### config.mk
export PLATFORM = sky130hd
export DESIGN_NAME = lzt_cell
export DESIGN_NICKNAME = d
export VERILOG_FILES = /design/src/design/lzt_pkg.sv /design/src/design/lzt_cell.sv
export SDC_FILE = /design/constraint.sdc
export NUM_CORES = 1
export LEC_CHECK = 0
export ABC_CLOCK_PERIOD_IN_PS = 2650
export BUFFER_PORTS_ARGS = -buffer_cell sky130_fd_sc_hd__buf_2
export CAP_MARGIN = 20
export CORE_AREA = 5 5 42 44
export CTS_CLUSTER_SIZE = 14
export DETAILED_ROUTE_END_ITERATION = 7
export DIE_AREA = 0 0 47 49
export GPL_TIMING_DRIVEN = 0
export SYNTH_ARGS = -nofsm -noshare
export SYNTH_HDL_FRONTEND = slang
export SYNTH_SLANG_ARGS = --single-unit
### constraint.sdc
create_clock -name clk_i -period 2.65 [get_ports clk_i]
set_clock_uncertainty 0.2 [all_clocks]
set_input_delay 0.53 -clock clk_i [delete_from_list [all_inputs] [get_ports clk_i]]
set_output_delay 0.53 -clock clk_i [all_outputs]
set_load 0.02 [all_outputs]
### src/design/lzt_pkg.sv
`timescale 1ns / 1ps
// ----------------------------------------------------------------------------
// lzt_pkg: shared types for the LZ77 token encoder
// Holds the byte type that the compare cells and the top level both use.
// ----------------------------------------------------------------------------
package lzt_pkg;

  // One uncompressed byte.
  typedef logic [7:0] byte_t;

endpackage

### src/design/lzt_cell.sv
`timescale 1ns / 1ps
// ----------------------------------------------------------------------------
// lzt_cell: one compare cell of the candidate chain
// Holds one candidate byte, hands it to its neighbor when the chain shifts,
// and compares it with the lookahead byte at the same offset.
// ----------------------------------------------------------------------------
module lzt_cell
  import lzt_pkg::*;
(
  input  logic  clk_i,
  input  logic  shift_i,
  input  byte_t byte_i,
  input  byte_t ref_i,
  output byte_t byte_o,
  output logic  eq_o
);

  byte_t byte_q;

  // The held byte moves one cell toward the head on every shift.
  always_ff @(posedge clk_i) begin
    if (shift_i) begin
      byte_q <= byte_i;
    end
  end

  assign byte_o = byte_q;
  assign eq_o   = (byte_q == ref_i);

endmodule

Word level (Yosys, flattened, before mapping)
Index checks and enable logic that the tools add are counted.

Bits in registers: 8. Bits of input ports: 18. Output and inout bits: 9. Word-level logic and storage cells: 2.

Equality and inequality tests: 1.

Operator list (count): $eq A8 B8 Y1 (1).

Depth between registers and ports, before layout
Gate-level depths: netlist of the first run.

Word-level depth: 1. Gate-level depth with buffers: 3. Mapped depth without buffers: 3.

Worst setup path after synthesis of the first run
No wires, ideal clock.

Path type: input to output. From: in ref_i[2]. To: out eq_o. Arrival time: 1.065 ns. Required time: 1.920 ns. Slack: 0.855 ns. Stages on the path: 3. Path buffers: 0. Cell sequence: xnor2_1 -> nand4_1 -> nor2_1.

Cells in the longest elaborated chain, start to end: 1.

RTL lines: from (decl) (RTL line lzt_cell.sv:13) `input byte_t ref_i,`; $eq A8 B8 Y1 (RTL line lzt_cell.sv:28) `assign eq_o = (byte_q == ref_i);`; to (decl) (RTL line lzt_cell.sv:15) `output logic eq_o`.

No other way between the ends.

Final worst setup path of the first run
From: reg byte_q[0], in the netlist byte_o[0]. To: out eq_o.

Cells in the longest elaborated chain, start to end: 1.

RTL lines: from (decl) (RTL line lzt_cell.sv:18) `byte_t byte_q;`; from (signal assigned) (RTL line lzt_cell.sv:23) `byte_q <= byte_i;`; $eq A8 B8 Y1 (RTL line lzt_cell.sv:28).

No other way between the ends.

==> metrics.yaml, run 1 <==
yosys.area_share.simple: 0.0498
grt_usage: 0.0547
cp-startpoint: "byte_o[0]$_DFFE_PP_"
outcome: "completed"
intPower_mw: 0.228
fin_total_pwr_mw: 0.293
area_growth_syn_to_layout_pct: 52.9
rsz0062_at_grt: "false"
crit_required_ns: 1.92
largest_register_ffs: 8
root_buffer: "clkbuf_4"
endpoint_kind: "output port"
grt_max_degree: 9
yosys_warnings: 0
io_buffers: 26
min_from: "byte_i[3]"
fin_util: 0.356
cts.path.max_buffers: 2
combPwrFrac: 0.174
wl_per_cell_um: 8.69
die_area_um2: 2300
synth_mux_area_frac: 0
grt_pass1_wl_um: 862
synth_fa_ha_area_frac: 0
hp-class: "input port to flip-flop"
avgSynthCellArea_um2: 17.2
ys_ff_latch: 8
yosysUniqueCellTypes: 4
numCtsBuffers: 3
slowest_stage: "edfxtp_1"
finalNetCount: 68
max_freq_mhz: 525
antenna_found_initial: 0
dp.cells: 61
ctsHoldBuffers: 0
initial_utilization: 0.233
cp_cell_sequence: "xnor2_1 > nand4_1 > nor2_1 > buf_2"
cts_max_level: 1
powerDensity_nw_per_um2: 587
worst_slew_pin_slew_ns: 0.159
maxCapViolCount: 0
worstPathArrival_ns: 1.18
mostFrequentLayoutCells: "buf_2 (26), xnor2_1 (8), edfxtp_1 (8), clkbuf_4 (3), nand4_1 (2)"
cts_tree: "yes"
crit_type: "flip-flop to output port"
swShare: 0.221
overflow: 0
max-vdd-ir-drop_mv: 0.252
synth_top_family_by_area: "XOR/XNOR gates"
crit_family: "flip-flops"
drc: 0
slew_headroom: 0.894
dr.pass1.iters: 1
cts_resized: 0
path_buf_inv: 1
clock-sinks: 8
crit_path_start_kind: "flip-flop"
period_needed_ns: 1.91
antenna_cells: 0
ant_nets: 0
drtIter0Drc: 0
cp_slowest_stage_delay_ns: 0.40
synthXorXnorAreaFrac: 0.215
cp_num_cells: 4
coreArea_um2: 1400
drt-total-wl_um: 556
hold_violations: 0
vias: 251
std_cell_rows: 14
die_h_um: 49
finalNonFillerCells: 64
setup_tns_ns: 0
gp_congestion: 0.559
post_cts_buffers: 0
power.switching_mw: 0.0647
grt_pass1_vias: 240
routed_via_density: 3.92
finalCritPeriodShare: 0.719
holdPathStages: 1
synth-compound-area-share: 0
drive_gt1_frac: 0.604
fp.dieW_um: 47
ys_seq_area_frac: 0.736
finalSetupViolCount: 0
synth_fp_nets: 37
p_clk_frac: 0.288
synth_cells: 19
p_leak_nw: 0.214
pin_count: 27
crit_fanout: 2
clk_pin_slew_ns: 0.04
slew_violations: 0
final_common_cell: "buf_2"
syn_area_um2: 327
p_seq_frac: 0.538
layer usage:
layer	global-route usage	vias to the layer above	wire length (µm)
met1	0.0452	107	142
met5	0	-	0
met2	0.0860	14	313
met4	0.0691	0	32
met3	0.0148	3	67
li1	-	127	-
synthesized netlist by cell type:
cell type  count  area, µm²
nor2_1         1       3.75
edfxtp_1       8        240
xnor2_1        8       70.1
nand4_1        2       12.5
logic make-up after synthesis:
logic type,after synthesis
XOR/XNOR,8
flip-flops,8
AND/OR/NAND/NOR,3
path summary, 6_finish.rpt:
path                   to  slack (ns)
max                  eq_o        0.74
min   byte_o[3]$_DFFE_PP_        0.26
power groups by stage:
stage          Clock (mW)  Sequential [mW]  Combinational [mW]
6_report           0.0844            0.157              0.0511
5_1_grt            0.0940            0.159              0.0563
4_1_cts            0.0905            0.158              0.0522
3_5_place_dp            0            0.160              0.0520
3_3_place_gp            0            0.160              0.0517
2_1_floorplan           0            0.172              0.0140
area by class of cell:
class	count	area, µm²
fillers	159	902
flip-flops and latches	8	240
repair buffers	26	130
well taps	16	20.0
multi-input cells	11	86.3
clock buffers	3	22.5
through the flow:
stage / area, µm² / worst slack, ns / hold slack [ns]
after detailed placement: 477 / 0.744 / 0.508
final: 499 / 0.745 / 0.259
after global routing: 499 / 0.596 / 0.246
after CTS: 499 / 0.707 / 0.247
after floorplan: 327 / 0.855 / 0.429
after global placement: 477 / 0.732 / 0.507
Note: power is estimated with default switching activity, not from simulation.
==> inputs of run 2 (changes only) <==
--- a/config.mk
+++ b/config.mk
@@ -5,7 +5,7 @@
 export SDC_FILE = /design/constraint.sdc
 export NUM_CORES = 1
 export LEC_CHECK = 0
-export ABC_CLOCK_PERIOD_IN_PS = 2650
+export ABC_CLOCK_PERIOD_IN_PS = 1800
 export BUFFER_PORTS_ARGS = -buffer_cell sky130_fd_sc_hd__buf_2
 export CAP_MARGIN = 20
 export CORE_AREA = 5 5 42 44
==> constraint.sdc (replaced) <==
create_clock -name clk_i -period 1.8 [get_ports clk_i]
set_clock_uncertainty 0.2 [all_clocks]
set_input_delay 0.36 -clock clk_i [delete_from_list [all_inputs] [get_ports clk_i]]
set_output_delay 0.36 -clock clk_i [all_outputs]
set_load 0.02 [all_outputs]
==> run 2 against run 1 <==
  * Die area did not move
  * Total power rose by 47%
  * Largest cell class unchanged
  * Largest power group unchanged
  * First-iteration DRC count is the same
  * Critical path type unchanged
  * Clock power up 47%
  * Critical endpoint unchanged
  * Hold slack got worse by 0.17 ns
==> metrics.yaml, run 2 (synthesis results as in run 1) <==
intPower_mw: 0.336
fin_ws_ns: 0.0885
rsz0062_at_grt: "true"
die_area_um2: 2300
min_from: "byte_i[3]"
cts_tree: "yes"
nFillCells: 159
drtIter0Drc: 0
swShare: 0.221
ctsHoldBuffers: 0
dr_wl_met3_um: 67
finalNonFillerCells: 64
max_freq_mhz: 584
numCtsBuffers: 3
finalCritPeriodShare: 0.951
std_cell_rows: 14
coreArea_um2: 1400
cts_resized: 0
worstPathArrival_ns: 1.15
holdPathStages: 1
die_h_um: 49
finalNetCount: 68
endpoint_kind: "output port"
p_clk_frac: 0.288
dp.cells: 61
top_layer: "met4"
place_ws_ns: 0.234
grt_max_degree: 9
drive_gt1_frac: 0.604
wirelength_met1_um: 141
max-vdd-ir-drop_mv: 0.371
clock-sinks: 8
p_leak_nw: 0.214
area_growth_syn_to_layout_pct: 53.6
clk_pin_slew_ns: 0.04
root_buffer: "clkbuf_4"
hp-class: "input port to flip-flop"
slew_violations: 0
crit_fanout: 2
largest_register_ffs: 8
mostFrequentLayoutCells: "buf_2 (25), xnor2_1 (8), edfxtp_1 (8), clkbuf_4 (3), nand4_1 (2)"
combPwrFrac: 0.175
whs_endpoint: "byte_o[3]$_DFFE_PP_"
crit_required_ns: 1.24
routed_via_density: 3.92
grt_pass1_vias: 240
pin_count: 27
period_needed_ns: 1.71
hold_violations: 0
final_common_cell: "buf_2"
powerDensity_nw_per_um2: 860
ant_nets: 0
routed-wl-met2_um: 314
grt_pass1_wl_um: 862
cts.path.max_buffers: 2
vias: 251
wl_per_cell_um: 8.67
maxCapViolCount: 0
slew_headroom: 0.894
grt_usage: 0.0547
drc: 0
initial_utilization: 0.233
outcome: "completed"
io_buffers: 26
crit_type: "flip-flop to output port"
antenna_cells: 0
finalSetupViolCount: 0
drt-total-wl_um: 555
crit_path_start_kind: "flip-flop"
cts_max_level: 1
power.switching_mw: 0.0953
p_seq_frac: 0.537
overflow: 0
post_cts_buffers: 0
antenna_found_initial: 0
fp.dieW_um: 47
gp_congestion: 0.559
dr.pass1.iters: 1
worst_slew_pin_slew_ns: 0.159
run 2: stage by stage:
stage	hold WS (ns)	utilization	TNS, ns	total power, mW	cell area (µm²)
final	0.0889	0.358	0	0.431	502
after global routing	0.0763	0.358	-0.0523	0.455	502
after CTS	0.0769	0.356	0	0.442	499
after detailed placement	0.338	0.340	0	0.312	477
after global placement	0.337	0.340	0	0.312	477
after floorplan	0.259	-	0	0.274	327
run 2: routing by layer:
metal | vias up | track usage
li1 | 127 | -
met1 | 107 | 0.0452
met2 | 14 | 0.0860
met3 | 3 | 0.0148
met4 | 0 | 0.0691
met5 | - | 0
run 2: worst max path at each step:
| stage | startpoint | endpoint | slack [ns] |
|---|---|---|---|
| finish | byte_o[0]$_DFFE_PP_ | eq_o | 0.09 |
| global route | byte_o[6]$_DFFE_PP_ | eq_o | -0.05 |
| CTS | byte_o[0]$_DFFE_PP_ | eq_o | 0.03 |
| detailed placement | ref_i[2] | eq_o | 0.23 |
| global placement | ref_i[2] | eq_o | 0.22 |
| floorplan | byte_o[2]$_DFFE_PP_ | eq_o | 0.18 |
run 2: cell type report:
cell class	instances	area (µm²)	area share
Timing Repair Buffer	26	133	0.264
Sequential cell	8	240	0.479
Multi-Input combinational cell	11	86.3	0.172
Tap cell	16	20.0	0.0399
Clock buffer	3	22.5	0.0449
run 2: power by group through the flow:
stage               combinational (mW)  sequential (mW)  clock, mW
finish                          0.0753            0.232      0.124
global route                    0.0829            0.234      0.138
detailed placement              0.0766            0.236          0
CTS                             0.0768            0.232      0.133
floorplan                       0.0206            0.254          0
global placement                0.0761            0.236          0
run 2: worst max-delay path, stage by stage (launching register included):
cell      delay [ns]
edfxtp_1        0.40
xnor2_1         0.17
nand4_1         0.09
nor2_1          0.10
buf_4           0.15
